**config.mk**
```make
export PLATFORM = sky130hd
export DESIGN_NAME = radix_integer_to_ascii
export DESIGN_NICKNAME = d
export VERILOG_FILES = /design/src/sv/r2a_pkg.sv /design/src/sv/r2a_front.sv /design/src/sv/r2a_conv.sv /design/src/sv/r2a_emit.sv /design/src/sv/radix_integer_to_ascii.sv
export SDC_FILE = /design/constraint.sdc
export NUM_CORES = 1
export LEC_CHECK = 0
export BUFFER_PORTS_ARGS = -buffer_cell sky130_fd_sc_hd__buf_4
export CORE_MARGIN = 5
export CORE_UTILIZATION = 60
export CTS_CLUSTER_DIAMETER = 50
export DETAILED_ROUTE_END_ITERATION = 12
export PLACE_DENSITY = 0.86
export SYNTH_ARGS = -nofsm -noshare
export SYNTH_HDL_FRONTEND = slang
export SYNTH_SLANG_ARGS = --single-unit
```
**constraint.sdc**
```tcl
create_clock -name clk -period 25.6 [get_ports clk]
set_input_delay 5.12 -clock clk [delete_from_list [all_inputs] [get_ports clk]]
set_output_delay 5.12 -clock clk [all_outputs]
set_load 0.03 [all_outputs]
```
**src/sv/r2a_pkg.sv**
```systemverilog
package r2a_pkg;

  // One input transaction: word, signed-mode flag, radix.
  typedef struct packed {
    logic [31:0] value;
    logic        is_signed;
    logic [4:0]  base;
  } in_item_t;

  // One result transaction: one ASCII character and its last flag.
  typedef struct packed {
    logic [6:0] digit_code;
    logic       last;
  } out_item_t;

  localparam logic [4:0] BASE_MIN      = 5'd2;
  localparam logic [4:0] BASE_MAX      = 5'd16;
  localparam logic [3:0] DIGIT_TEN     = 4'd10;
  localparam logic [6:0] CH_MINUS      = 7'd45;  // '-'
  localparam logic [6:0] CH_ZERO       = 7'd48;  // '0'
  localparam logic [6:0] CH_LETTER_OFS = 7'd55;  // 'A' minus ten

  // Map a digit value 0..15 to its upper-case ASCII code.
  function automatic logic [6:0] digit_char(input logic [3:0] d);
    logic [6:0] code;
    if (d < DIGIT_TEN) begin
      code = CH_ZERO + 7'(d);
    end else begin
      code = CH_LETTER_OFS + 7'(d);
    end
    return code;
  endfunction

endpackage

```
**src/sv/r2a_front.sv**
```systemverilog
module r2a_front #(
  parameter int WORD_BITS = 32
) (
  input  logic                  clk,
  input  logic                  rst_n,
  input  r2a_pkg::in_item_t     in_data,
  input  logic                  push,
  output logic                  full,
  output logic                  q_valid,
  input  logic                  q_pop,
  output logic [WORD_BITS-1:0]  q_mag,
  output logic                  q_neg,
  output logic [4:0]            q_base
);
  import r2a_pkg::*;

  localparam int QW = WORD_BITS + 6;

  logic [WORD_BITS-1:0] v;
  logic [WORD_BITS-1:0] mag;
  logic                 neg;
  logic [4:0]           base_c;

  logic [QW-1:0] q_mem_r [2];
  logic          wp_r, wp_nxt;
  logic          rp_r, rp_nxt;
  logic [1:0]    cnt_r, cnt_nxt;
  logic          do_push, do_pop;

  // Classify: clamp the radix, split off the sign, take the unsigned magnitude.
  always_comb begin
    v   = WORD_BITS'(in_data.value);
    neg = in_data.is_signed & v[WORD_BITS-1];
    mag = neg ? (~v + {{(WORD_BITS-1){1'b0}}, 1'b1}) : v;
    if (in_data.base < BASE_MIN) begin
      base_c = BASE_MIN;
    end else if (in_data.base > BASE_MAX) begin
      base_c = BASE_MAX;
    end else begin
      base_c = in_data.base;
    end
  end

  assign full    = (cnt_r == 2'd2);
  assign q_valid = (cnt_r != 2'd0);
  assign do_push = push & ~full;
  assign do_pop  = q_pop & q_valid;

  assign {q_neg, q_base, q_mag} = q_mem_r[rp_r];

  always_comb begin
    wp_nxt  = do_push ? ~wp_r : wp_r;
    rp_nxt  = do_pop ? ~rp_r : rp_r;
    cnt_nxt = cnt_r;
    if (do_push && !do_pop) begin
      cnt_nxt = cnt_r + 2'd1;
    end else if (!do_push && do_pop) begin
      cnt_nxt = cnt_r - 2'd1;
    end
  end

  always_ff @(posedge clk) begin
    if (!rst_n) begin
      wp_r  <= 1'b0;
      rp_r  <= 1'b0;
      cnt_r <= 2'd0;
    end else begin
      wp_r  <= wp_nxt;
      rp_r  <= rp_nxt;
      cnt_r <= cnt_nxt;
    end
  end

  always_ff @(posedge clk) begin
    if (do_push) begin
      q_mem_r[wp_r] <= {neg, base_c, mag};
    end
  end

endmodule

```
**src/sv/r2a_conv.sv**
```systemverilog
module r2a_conv #(
  parameter int WORD_BITS = 32
) (
  input  logic                              clk,
  input  logic                              rst_n,
  input  logic                              q_valid,
  input  logic [WORD_BITS-1:0]              q_mag,
  input  logic                              q_neg,
  input  logic [4:0]                        q_base,
  output logic                              q_pop,
  output logic                              h_valid,
  input  logic                              h_take,
  output logic [4*WORD_BITS-1:0]            h_digits,
  output logic [$clog2(WORD_BITS+1)-1:0]    h_nd,
  output logic                              h_neg
);

  localparam int NC = WORD_BITS;
  localparam int CW = $clog2(WORD_BITS + 1);
  localparam int KW = $clog2(WORD_BITS);

  typedef enum logic [2:0] {
    CV_IDLE = 3'b001,
    CV_RUN  = 3'b010,
    CV_DONE = 3'b100
  } cv_state_t;

  cv_state_t            state_r, state_nxt;
  logic [WORD_BITS-1:0] mag_r;
  logic [4:0]           base_r;
  logic                 neg_r;
  logic [4*NC-1:0]      cells_r, cells_step;
  logic [CW-1:0]        nd_r;
  logic [KW-1:0]        cnt_r;
  logic [NC:0]          carry;
  logic [NC-1:0]        ge0, ge1;
  logic [4:0]           s;
  logic                 load;
  logic                 nd_inc;

  // Digit row: double every digit in the current radix and add the next
  // magnitude bit, propagating a carry from the lowest digit upward.
  always_comb begin
    for (int i = 0; i < NC; i++) begin
      ge0[i] = ({cells_r[4*i +: 4], 1'b0} >= base_r);
      ge1[i] = ({cells_r[4*i +: 4], 1'b1} >= base_r);
    end
    carry[0] = mag_r[WORD_BITS-1];
    for (int i = 0; i < NC; i++) begin
      carry[i+1] = carry[i] ? ge1[i] : ge0[i];
    end
    cells_step = '0;
    s          = '0;
    for (int i = 0; i < NC; i++) begin
      s = {cells_r[4*i +: 4], carry[i]};
      cells_step[4*i +: 4] = carry[i+1] ? 4'(s - base_r) : s[3:0];
    end
  end

  // The top nonzero digit moves up by at most one place per bit.
  assign nd_inc = carry[nd_r] && (nd_r != CW'(NC));

  assign h_valid  = (state_r == CV_DONE);
  assign h_digits = cells_r;
  assign h_neg    = neg_r;
  assign h_nd     = (nd_r == '0) ? {{(CW-1){1'b0}}, 1'b1} : nd_r;

  always_comb begin
    load      = 1'b0;
    state_nxt = state_r;
    case (state_r)
      CV_IDLE: begin
        if (q_valid) begin
          load      = 1'b1;
          state_nxt = CV_RUN;
        end
      end
      CV_RUN: begin
        if (cnt_r == '0) begin
          state_nxt = CV_DONE;
        end
      end
      CV_DONE: begin
        if (h_take) begin
          if (q_valid) begin
            load      = 1'b1;
            state_nxt = CV_RUN;
          end else begin
            state_nxt = CV_IDLE;
          end
        end
      end
      default: begin
        state_nxt = CV_IDLE;
      end
    endcase
  end

  assign q_pop = load;

  always_ff @(posedge clk) begin
    if (!rst_n) begin
      state_r <= CV_IDLE;
    end else begin
      state_r <= state_nxt;
    end
  end

  always_ff @(posedge clk) begin
    if (load) begin
      mag_r   <= q_mag;
      base_r  <= q_base;
      neg_r   <= q_neg;
      cells_r <= '0;
      nd_r    <= '0;
      cnt_r   <= KW'(WORD_BITS - 1);
    end else if (state_r == CV_RUN) begin
      mag_r   <= mag_r << 1;
      cells_r <= cells_step;
      nd_r    <= nd_r + CW'(nd_inc);
      cnt_r   <= cnt_r - KW'(1);
    end
  end

endmodule

```
**src/sv/r2a_emit.sv**
```systemverilog
module r2a_emit #(
  parameter int WORD_BITS = 32
) (
  input  logic                              clk,
  input  logic                              rst_n,
  input  logic                              h_valid,
  input  logic [4*WORD_BITS-1:0]            h_digits,
  input  logic [$clog2(WORD_BITS+1)-1:0]    h_nd,
  input  logic                              h_neg,
  output logic                              h_take,
  output r2a_pkg::out_item_t                out_data,
  output logic                              empty,
  input  logic                              pop
);
  import r2a_pkg::*;

  localparam int NC = WORD_BITS;
  localparam int CW = $clog2(WORD_BITS + 1);

  typedef enum logic [2:0] {
    EM_IDLE = 3'b001,
    EM_SIGN = 3'b010,
    EM_RUN  = 3'b100
  } em_state_t;

  em_state_t       state_r, state_nxt;
  logic [4*NC-1:0] row_r;
  logic [CW-1:0]   nd_r;
  logic [CW-1:0]   p_r;
  logic            ovalid_r, ovalid_nxt;
  out_item_t       out_r, out_nxt;
  logic            slot_free;
  logic            emit_here;
  logic            wr;
  logic            step;

  assign slot_free = !ovalid_r || pop;
  assign emit_here = (p_r < nd_r);
  assign h_take    = (state_r == EM_IDLE) && h_valid;

  always_comb begin
    state_nxt = state_r;
    wr        = 1'b0;
    step      = 1'b0;
    out_nxt   = out_r;
    case (state_r)
      EM_IDLE: begin
        if (h_valid) begin
          state_nxt = h_neg ? EM_SIGN : EM_RUN;
        end
      end
      EM_SIGN: begin
        if (slot_free) begin
          wr                 = 1'b1;
          out_nxt.digit_code = CH_MINUS;
          out_nxt.last       = 1'b0;
          state_nxt          = EM_RUN;
        end
      end
      EM_RUN: begin
        if (!emit_here || slot_free) begin
          step = 1'b1;
          if (emit_here) begin
            wr                 = 1'b1;
            out_nxt.digit_code = digit_char(row_r[4*NC-1 -: 4]);
            out_nxt.last       = (p_r == '0);
          end
          if (p_r == '0) begin
            state_nxt = EM_IDLE;
          end
        end
      end
      default: begin
        state_nxt = EM_IDLE;
      end
    endcase
    ovalid_nxt = wr | (ovalid_r & ~pop);
  end

  always_ff @(posedge clk) begin
    if (!rst_n) begin
      state_r  <= EM_IDLE;
      ovalid_r <= 1'b0;
    end else begin
      state_r  <= state_nxt;
      ovalid_r <= ovalid_nxt;
    end
  end

  always_ff @(posedge clk) begin
    if (h_take) begin
      row_r <= h_digits;
      nd_r  <= h_nd;
      p_r   <= CW'(WORD_BITS - 1);
    end else if (step) begin
      row_r <= row_r << 4;
      p_r   <= p_r - CW'(1);
    end
    if (wr) begin
      out_r <= out_nxt;
    end
  end

  assign out_data = out_r;
  assign empty    = ~ovalid_r;

endmodule

```
**src/sv/radix_integer_to_ascii.sv**
```systemverilog
// Channel   Ports                          Direction  Transaction
// input     push, full, in_data            in         word, signed flag, radix
// result    empty, pop, out_data           out        one ASCII character, last flag
//
// Flow: the digit row converts one word, one magnitude bit per cycle, and then
// offers the finished row; the emitter takes the row and walks it top first,
// after a '-' for a negative word. The converter loads the next word as soon as
// the emitter has taken the row, so converting one word overlaps emitting the last.
// Reset: synchronous, active low; clears the input queue, both sequencers and
// the output valid. Stalls: pop low holds the character on out_data; a held
// emitter stalls the converter, which fills the two-entry queue and raises full.
module radix_integer_to_ascii #(
  parameter int WORD_BITS = 32
) (
  input  logic                clk,
  input  logic                rst_n,
  input  r2a_pkg::in_item_t   in_data,
  input  logic                push,
  output logic                full,
  output r2a_pkg::out_item_t  out_data,
  output logic                empty,
  input  logic                pop
);
  import r2a_pkg::*;

  localparam int CW = $clog2(WORD_BITS + 1);

  // Queue between classifier and converter.
  logic                 q_valid;
  logic                 q_pop;
  logic [WORD_BITS-1:0] q_mag;
  logic                 q_neg;
  logic [4:0]           q_base;

  // Handoff of a finished digit row from converter to emitter.
  logic                   h_valid;
  logic                   h_take;
  logic [4*WORD_BITS-1:0] h_digits;
  logic [CW-1:0]          h_nd;
  logic                   h_neg;

  // Front: accept the transaction, clamp the radix, split sign and magnitude.
  r2a_front #(
    .WORD_BITS (WORD_BITS)
  ) u_front (
    .clk     (clk),
    .rst_n   (rst_n),
    .in_data (in_data),
    .push    (push),
    .full    (full),
    .q_valid (q_valid),
    .q_pop   (q_pop),
    .q_mag   (q_mag),
    .q_neg   (q_neg),
    .q_base  (q_base)
  );

  // Back, first half: build the digits in the chosen radix, one bit per cycle.
  r2a_conv #(
    .WORD_BITS (WORD_BITS)
  ) u_conv (
    .clk      (clk),
    .rst_n    (rst_n),
    .q_valid  (q_valid),
    .q_mag    (q_mag),
    .q_neg    (q_neg),
    .q_base   (q_base),
    .q_pop    (q_pop),
    .h_valid  (h_valid),
    .h_take   (h_take),
    .h_digits (h_digits),
    .h_nd     (h_nd),
    .h_neg    (h_neg)
  );

  // Back, second half: drop leading zeros, emit sign and digits top first.
  r2a_emit #(
    .WORD_BITS (WORD_BITS)
  ) u_emit (
    .clk      (clk),
    .rst_n    (rst_n),
    .h_valid  (h_valid),
    .h_digits (h_digits),
    .h_nd     (h_nd),
    .h_neg    (h_neg),
    .h_take   (h_take),
    .out_data (out_data),
    .empty    (empty),
    .pop      (pop)
  );

endmodule

```
* Yosys cells after proc, flatten, opt, wreduce, memory -nomap -nowiden
Memory sizes are Yosys's and may differ from the RTL's. A register that Yosys moved wholly into a read port is not among the register bits.
Index checks and enable logic that the tools add are counted.
Widths: inputs -> output; s select.
** Word-level totals
- Memory bits (writable) :: 76
- Register bits :: 336
- Input port bits :: 42
- Output and inout port bits :: 10
- Logic and storage cells :: 279
- Memories :: 1
** Cells by class
- Add/subtract/negate cells :: 40
- Magnitude comparators :: 69
- Bitwise operators :: 11
- Reductions and logical operators :: 21
- Equality and inequality tests :: 16
- Mux-type cells :: 104
** Memory list
- u_front.q_mem_r :: words 2, bits a word 38, read ports 1, clocked after Yosys merged registers in 1, write ports 1, line r2a_front.sv:24 : logic [QW-1:0] q_mem_r [2];
** Operators with widths (number)
- $ge 5x5->1 :: 64
- $mux 128 :: 2
- $mux 4 :: 32
- $sub 4x4->4 :: 32
- $mux 32 :: 3
- $mux 1 :: 44
- $add 32x1->32 const B :: 1
- $not 32->32 :: 1
- $mux 3 :: 8
- $mux 8 :: 3
- $pmux 3 s3 :: 2
- $pmux 8 s2 :: 1
- $add 6x4->7 const A :: 2
- $logic_not 6->1 :: 2
- $ne 2x1->1 const B :: 6
- $mux 5 :: 2
- $reduce_bool 2->1 :: 5
- $lt 6x7->1 const B :: 1
- $mux 7 :: 1
- $add 6x1->6 :: 1
- $bmux 1 s6 :: 1
- $eq 3x1->1 const B :: 2
- $eq 3x2->1 const B :: 2
- $eq 3x3->1 const B :: 2
- other kinds (23) :: 41

* Logic depth before layout (Yosys ltp)
Gate-level depths: netlist (run 1).
- Depth after elaboration :: 37
- Mapped depth :: 28
- Gate-level depth less buffers :: 25

* Modules after synthesis
A second synthesis (run 1) with hierarchy kept.
** Unflattened totals
- Cells, all modules :: 2692
- Area, all modules :: 25182.9 sq um
** Modules (own cells, without submodules)
- r2a_conv :: area each 14791.7 sq um, times used 1, cells an instance 1779, sequential area each 3983.8 sq um
- r2a_emit :: area each 6637.6 sq um, times used 1, cells an instance 647, sequential area each 4464.3 sq um
- r2a_front :: area each 3753.6 sq um, times used 1, cells an instance 266, sequential area each 2382.3 sq um

* Worst setup path before layout (run 1)
Ideal clock, no wire load.
- Path type :: register to register
- From :: register u_conv.base_r[1]
- To :: register u_conv.nd_r[5]
- Setup slack :: 16835 ps
- Clock period less this slack :: 8765 ps
- Buffers on the path :: 1
- Stages on the path, launching flop included :: 26
- Setup time :: 137 ps
- Data required time :: 25463 ps
- Data arrival time :: 8627 ps
- Cell sequence :: edfxtp_1 -> inv_1 -> ha_1 -> nor2_1 -> a32oi_1 -> o211a_1 -> a21oi_1 -> o21ai_2 -> a21oi_2 -> o21ai_2 -> a2111o_1 -> nand2_1 -> mux2i_1 -> buf_2 -> nand2_1 -> o21ai_2 -> mux2i_4 -> inv_2 -> mux4_2 -> mux4_2 -> o31ai_1 -> ha_1 -> nand4_1 -> or2_2 -> xnor2_1 -> nor2_1
** Between the ends
- Word-level cells in the longest chain between the ends :: 37
- Elaborated cells between the ends (all ways) :: 100
- Those cells by class :: 1 x add/sub; 64 x order compare; 34 x mux; 1 x reduce/logical
** Ends and longest elaborated chain
- start: declaration :: line r2a_conv.sv:30 : logic [4:0] base_r;
- start signal: assignment :: line r2a_conv.sv:112 : base_r <= q_base;
- $ge 5x5->1 (on tied branches) :: line r2a_conv.sv:45, r2a_conv.sv:46
- $mux 1 (32 in a row) :: line r2a_conv.sv:50 : carry[i+1] = carry[i] ? ge1[i] : ge0[i];
- $bmux 1 s6 * :: line r2a_conv.sv:61 : assign nd_inc = carry[nd_r] && (nd_r != CW'(NC));
- $mux 1 (not written as such) * :: line r2a_conv.sv:61
- $logic_and 1x1->1 * :: line r2a_conv.sv:61
- $add 6x1->6 * :: line r2a_conv.sv:120 : nd_r <= nd_r + CW'(nd_inc);
- end signal: assignment :: line r2a_conv.sv:120
- end: declaration :: line r2a_conv.sv:33 : logic [CW-1:0] nd_r;
Every way passes the cells marked *; elsewhere a longest branch is shown, timed or not. The select of a mux whose other input is x is not followed.
A chain may end at the register's enable or synchronous reset.

* Worst setup path after layout (run 1)
Ends and elaborated chain as after synthesis.

==> results.json, run 1 <==
{
  "rsz0062_at_grt": "no",
  "synth.avg_cell_area_um2": 9.37,
  "leakage_nw": 11.2,
  "instances_no_fill": 3215,
  "portBuffers": 51,
  "dieHeight_um": 213,
  "totalNegativeSetupSlack_ns": 0,
  "worstSkewPairLatency_ns": 0.59,
  "cp-start-kind": "register",
  "finalCritPeriodShare_pct": 34.3,
  "wl_met1_um": 23600,
  "wl_met3_um": 3590,
  "fin_util_pct": 66.2,
  "worst_slew_pin_slew_ns": 1.17,
  "fin_crit_ns": 8.78,
  "async_flop_share_pct": 0,
  "root_buffer": "clkbuf_16",
  "gp_congestion": 0.908,
  "yosysSeqAreaShare_pct": 43.8,
  "drc_errors": 0,
  "hold_violations": 0,
  "cts_tree": "built",
  "min_path_type": "register to register",
  "ios": 52,
  "drt-pass1-iter-count": 7,
  "critPathKind": "register to register",
  "drt_iter0_markers": 1431,
  "slew_headroom_pct": 21.7,
  "p_total_w": 0.00304,
  "synth.distinct_cells": 75,
  "drt_wl_total_um": 58300,
  "fp-row-count": 74,
  "cp.arrival_ns": 9.22,
  "synth_edf_count": 256,
  "ant_nets": 0,
  "clockBufferDepth": 3,
  "die_area_um2": 45400,
  "final_common_cell": "nand2_1",
  "grt_pass1_vias": 19502,
  "finalSetupViolCount": 0,
  "core_um2": 40800,
  "start_util_pct": 60.6,
  "dp.cells": 3131,
  "cts_hold_repair.buffers": 0,
  "cts_buffers": 45,
  "whs_ns": 0.492,
  "crit_required_ns": 26.04,
  "cap_violations": 0,
  "postCtsSetupBuffers": 0,
  "slew_viol_final": 0,
  "syn_to_final_growth_pct": 9.24,
  "vias_per_cell": 6.00,
  "top_layer": "met4",
  "vias": 19274,
  "final_cell_mix": "nand2_1, edfxtp_1, a21oi_1",
  "p_per_area_nw_per_um2": 113,
  "track_usage_pct": 25.6,
  "htreeDepth": 2,
  "fp.dieW_um": 213,
  "avgRoutedWirePerCell_um": 18.1,
  "antenna_cells": 0,
  "place_hpwl_um": 38500,
  "worstSetupEndpointType": "register",
  "grt_pass1_wl_um": 94900,
  "syn_inst": 2641,
  "cts_sinks": 413,
  "grt_overflow": 0,
  "synth_flop_cell": "edfxtp_1",
  "nets": 2925,
  "status": "finished clean",
  "fmax_ghz": 0.114,
  "antenna_found_initial": 0,
  "post_cts_resized": 0,
  "ir_worst_vdd_mv": 0.0893,
  "cp_max_fo": 32,
  "ys_seq_elements": 413,
  "wl_met2_um": 28500,
  "synth_nets": 2920,
  "final.setup_skew_ns": 0.0260,
  "netlist_area_um2": 24800,
  "yosysWarnings": 0,
  "clkTransAtPathRegs_ns": 0.06,
  "grt_max_degree": 107,
  "drive_above_1_share_pct": 7.42
}
[report_power, final]
group | switching, W | internal [W] | leakage [nW]
clock network | 0.000274 | 0.000379 | 0.722
logic | 0.000946 | 0.000579 | 6.88
registers | 0.0000553 | 0.000809 | 3.60
total | 0.00128 | 0.00177 | 11.2
[per-layer routing]
metal | vias up | global-route usage (%)
li1 | 9291 | -
met1 | 9122 | 31.6
met2 | 675 | 44.6
met3 | 186 | 3.34
met4 | 0 | 12.1
met5 | - | 0
[stage by stage]
step	instance area, um2	setup slack, ns
floorplan	24800	16.84
global placement	25600	17.17
detailed placement	25600	16.89
CTS	27000	16.88
global route	27000	16.12
finish	27000	16.82
[worst max-delay path, stage by stage (launching register included)]
cell	delay, ns
edfxtp_1	0.32
buf_4	0.46
buf_4	0.60
ha_1	0.37
nand2_1	0.10
a32oi_1	0.14
o21ai_1	0.55
a21oi_1	0.30
o21ai_2	0.60
a21oi_2	0.21
o211a_1	0.31
o31ai_1	0.41
nand2_1	0.42
mux2i_1	0.76
nand2_1	0.19
o21ai_2	0.25
mux2i_4	0.39
inv_2	0.07
mux4_2	0.50
mux4_2	0.49
o31ai_1	0.22
ha_1	0.22
nand4_1	0.14
or2_2	0.37
xnor2_1	0.15
nor2_1	0.05
[state kept, by name (all words and copies together), names as in the netlist, named ones only]
| signal | flops |
|---|---|
| u_emit.ovalid_r | 1 |
| u_front.q_mem_r | 76 |
| u_emit.out_data | 8 |
| u_emit.p_r | 6 |
| u_conv.h_neg | 1 |
| u_conv.base_r | 5 |
| u_conv.cnt_r | 5 |
| u_emit.row_r | 128 |
| u_emit.nd_r | 6 |
| u_conv.mag_r | 32 |
| u_front.rp_r | 1 |
| u_conv.state_r | 3 |
| u_front.wp_r | 1 |
| u_emit.state_r | 3 |
| u_conv.h_digits | 128 |
| u_front.cnt_r | 2 |
| u_conv.nd_r | 6 |
[synthesized netlist by cell type, types with 5 or more instances]
| cell type | n | share of area (%) |
|---|---|---|
| nand2_1 | 512 | 7.8 |
| edfxtp_1 | 256 | 31 |
| a21oi_1 | 250 | 5.1 |
| o21ai_0 | 239 | 4.8 |
| ha_1 | 205 | 10 |
| dfxtp_1 | 157 | 13 |
| nor2_1 | 127 | 1.9 |
| inv_1 | 116 | 1.8 |
| clkbuf_1 | 96 | 1.5 |
| nand3_1 | 92 | 1.9 |
| mux2i_1 | 86 | 3.5 |
| xor2_1 | 73 | 2.6 |
| a21o_1 | 63 | 1.9 |
| nand2b_1 | 42 | 1.1 |
| xnor2_1 | 37 | 1.3 |
| fa_1 | 32 | 2.6 |
| nor2b_1 | 23 | 0.58 |
| nor3_1 | 17 | 0.34 |
| mux2_2 | 15 | 0.68 |
| buf_1 | 13 | 0.20 |
| o211ai_1 | 12 | 0.36 |
| o21a_1 | 12 | 0.36 |
| and2_1 | 11 | 0.28 |
| o21ai_1 | 11 | 0.22 |
| a21boi_0 | 10 | 0.30 |
| nor4_1 | 9 | 0.23 |
| a31oi_1 | 7 | 0.18 |
| o31ai_1 | 7 | 0.21 |
| a211oi_1 | 6 | 0.18 |
| a21bo_1 | 6 | 0.24 |
| a221oi_1 | 6 | 0.21 |
| mux4_2 | 6 | 0.55 |
| or2_2 | 6 | 0.15 |
| and3_1 | 5 | 0.13 |
| o211a_1 | 5 | 0.20 |
[final timing paths]
check                                           from              endpoint  slack (ns)  cells past startpoint
worst min register to register  u_conv.h_digits[122]  u_conv.h_digits[122]        0.49                      2
worst min-delay path            u_conv.h_digits[122]  u_conv.h_digits[122]        0.49                      2
worst max register to register      u_conv.base_r[1]        u_conv.nd_r[5]       16.82                     25
worst max-delay path                u_conv.base_r[1]        u_conv.nd_r[5]       16.82                     25
[cell families after synthesis]
logic type | synth area share (%)
buffers and inverters | 3.66
DFF | 43.8
muxes | 5.20
and+or+nand+nor | 15.0
AOI/OAI and AO/OA | 15.5
adders and majority gates | 13.0
xor gates and xnor gates | 3.89
[layout make-up]
cell class | count | area [um2]
well taps | 532 | 666
repair buffers | 72 | 541
multi-input cells | 1992 | 13100
clock inverters | 19 | 170
inverters | 122 | 460
clock buffers | 65 | 1310
fillers | 3110 | 13800
flip-flops and latches | 413 | 10800
(Power assumes the default switching activity.)
==> run 2, diff against run 1 <==
- CORE_UTILIZATION: 60 -> 58
- PLACE_DENSITY: 0.86 -> 0.87
- clock period: 25.6 -> 7.42 ns (I/O delays scaled with it)
==> run 2 against run 1 <==
Net effect: utilization fell by 0.85 points; global-route usage increased by 0.28 points; non-clock buffer count increased by 10; register-to-register slack lost 16 ns.
==> results.json, run 2 (synthesized netlist as in run 1, its figures left out) <==
{
  "ir_worst_vdd_mv": 0.194,
  "drt-pass1-iter-count": 5,
  "cap_violations": 0,
  "p_clk_share_pct": 21.3,
  "final.setup_skew_ns": 0.0180,
  "slowest_stage": "mux4_2",
  "cp.arrival_ns": 7.42,
  "critPathKind": "register to register",
  "portBuffers": 51,
  "rsz0062_at_grt": "no",
  "fp.dieW_um": 217,
  "crit_required_ns": 7.87,
  "fin_crit_ns": 6.96,
  "drive_above_1_share_pct": 9.01,
  "fin_area_um2": 27500,
  "nets": 2937,
  "dp.cells": 3148,
  "syn_to_final_growth_pct": 11.0,
  "grt_overflow": 0,
  "p_sw_share_pct": 42.6,
  "htreeDepth": 2,
  "cp_max_fo": 16,
  "n_fill_cell": 3104,
  "cts_sinks": 413,
  "fp-row-count": 75,
  "core_um2": 42000,
  "gp_congestion": 0.950,
  "antenna_found_initial": 0,
  "clkTransAtPathRegs_ns": 0.06,
  "leakage_nw": 11.3,
  "cp-start-kind": "register",
  "place_hpwl_um": 40500,
  "track_usage_pct": 25.9,
  "crit_chain": "inv_1 -> ha_1 -> o21a_1 -> o22a_1 -> o211a_1 -> a21oi_2 -> o21ai_4 -> a211o_1 -> o211a_1 -> o31ai_2 -> nand2_2 -> mux2i_2 -> buf_4 -> o21ai_4 -> mux2i_4 -> inv_2 -> mux4_2 -> mux4_2 -> o31ai_2 -> ha_2 -> nand4_1 -> or2_4 -> xnor2_1 -> nor2_1",
  "final_cell_mix": "nand2_1, edfxtp_1, a21oi_1",
  "root_buffer": "clkbuf_16",
  "status": "finished clean",
  "dieHeight_um": 217,
  "drt_wl_total_um": 61700,
  "clockBufferDepth": 3,
  "vias_per_cell": 6.07,
  "p_per_area_nw_per_um2": 398,
  "r2r_slack_ns": 0.46,
  "ant_nets": 0,
  "fin_util_pct": 65.4,
  "avgRoutedWirePerCell_um": 19.1,
  "cts_hold_repair.buffers": 0,
  "place_area_um2": 25900,
  "slew_headroom_pct": 19.6,
  "p_sw_w": 0.00467,
  "grt_pass1_wl_um": 99800,
  "hold_violations": 0,
  "slew_viol_final": 0,
  "drc_errors": 0,
  "cts_buffers": 47,
  "finalSetupViolCount": 0,
  "antenna_cells": 0,
  "final_common_cell": "nand2_1",
  "min_path_type": "register to register",
  "vias": 19636,
  "whs_ns": 0.484,
  "ios": 52,
  "cp_top_family": "compound AO/OA/AOI/OAI gates",
  "cts_tree": "built",
  "start_util_pct": 58.9,
  "finalCritPeriodShare_pct": 93.9,
  "die_area_um2": 46900,
  "postCtsSetupBuffers": 0,
  "worstSkewPairLatency_ns": 0.60,
  "p_comb_share_pct": 51.3,
  "seq_power_share_pct": 27.4,
  "worst_slew_pin_slew_ns": 1.21,
  "path_buf_inv": 3,
  "worstSetupEndpointType": "register",
  "critical-path-max-stage-delay_ns": 0.54,
  "instances_no_fill": 3236,
  "internal_power_w": 0.00628,
  "grt_max_degree": 115,
  "grt_pass1_vias": 20017,
  "drt_iter0_markers": 1569,
  "fmax_ghz": 0.144
}
run 2: changes by cell type in the layout (fill, tap and decap cells not counted), sizes merged:
cell / change
clkbuf: -12
bufinv: +2
buf: +10
clkinv: +12
clkinvlp: +2
run 2: power groups by stage:
stage	Clock, W	Sequential, W	Combinational (W)
after floorplan	0	0.00302	0.00410
after global placement	0	0.00302	0.00516
after detailed placement	0	0.00304	0.00544
after CTS	0.00236	0.00300	0.00551
after global routing	0.00248	0.00303	0.00616
final	0.00234	0.00300	0.00561
run 2: what timing repair did:
action | CTS | global route
resized for setup | 0 | 2
endpoints found under the hold margin | 0 | 0
endpoints found under the setup margin | 0 | 5
run 2: final cells by class:
| type | count | area [um2] | share of cell area [%] |
|---|---|---|---|
| multi-input cells | 1992 | 13300 | 48.3 |
| clock buffers | 53 | 1210 | 4.40 |
| repair buffers | 82 | 666 | 2.42 |
| clock inverters | 35 | 350 | 1.27 |
| inverters | 122 | 465 | 1.69 |
| well taps | 539 | 674 | 2.45 |
| flip-flops and latches | 413 | 10800 | 39.4 |
run 2: per-stage QoR:
stage | setup slack [ns] | total power, W | setup TNS, ns
after floorplan | -1.17 | 0.00712 | -12.52
after global placement | 0.600 | 0.00819 | 0
after detailed placement | 0.338 | 0.00849 | 0
after CTS | 0.261 | 0.0109 | 0
after global routing | 0.0328 | 0.0117 | 0
final | 0.455 | 0.0110 | 0
run 2: worst register-to-register path: stages, from the launching register on:
cell,delay [ns]
edfxtp_1,0.35
inv_1,0.36
ha_1,0.37
o21a_1,0.24
o22a_1,0.22
o211a_1,0.15
a21oi_2,0.32
o21ai_4,0.21
a211o_1,0.40
o211a_1,0.18
o31ai_2,0.41
nand2_2,0.30
mux2i_2,0.24
buf_4,0.20
o21ai_4,0.32
mux2i_4,0.39
inv_2,0.09
mux4_2,0.54
mux4_2,0.49
o31ai_2,0.20
ha_2,0.23
nand4_1,0.15
or2_4,0.30
xnor2_1,0.13
nor2_1,0.06
run 2: routing by layer:
| metal | vias up | track usage (%) | part of all wire, % | wire (um) |
|---|---|---|---|---|
| met5 | - | 0 | 0 | 0 |
| li1 | 9327 | - | - | - |
| met3 | 181 | 5.08 | 7.7 | 4730 |
| met1 | 9350 | 31.2 | 39 | 24000 |
| met2 | 778 | 44.8 | 49 | 30200 |
| met4 | 0 | 12.0 | 4.5 | 2760 |
run 2: worst paths after layout:
kind / cells after the start / from / endpoint
setup / recovery: 24 / u_conv.base_r[2] / u_conv.nd_r[5]
hold / removal: 2 / u_conv.h_digits[123] / u_conv.h_digits[123]
setup reg to reg: 24 / u_conv.base_r[2] / u_conv.nd_r[5]
hold reg to reg: 2 / u_conv.h_digits[123] / u_conv.h_digits[123]
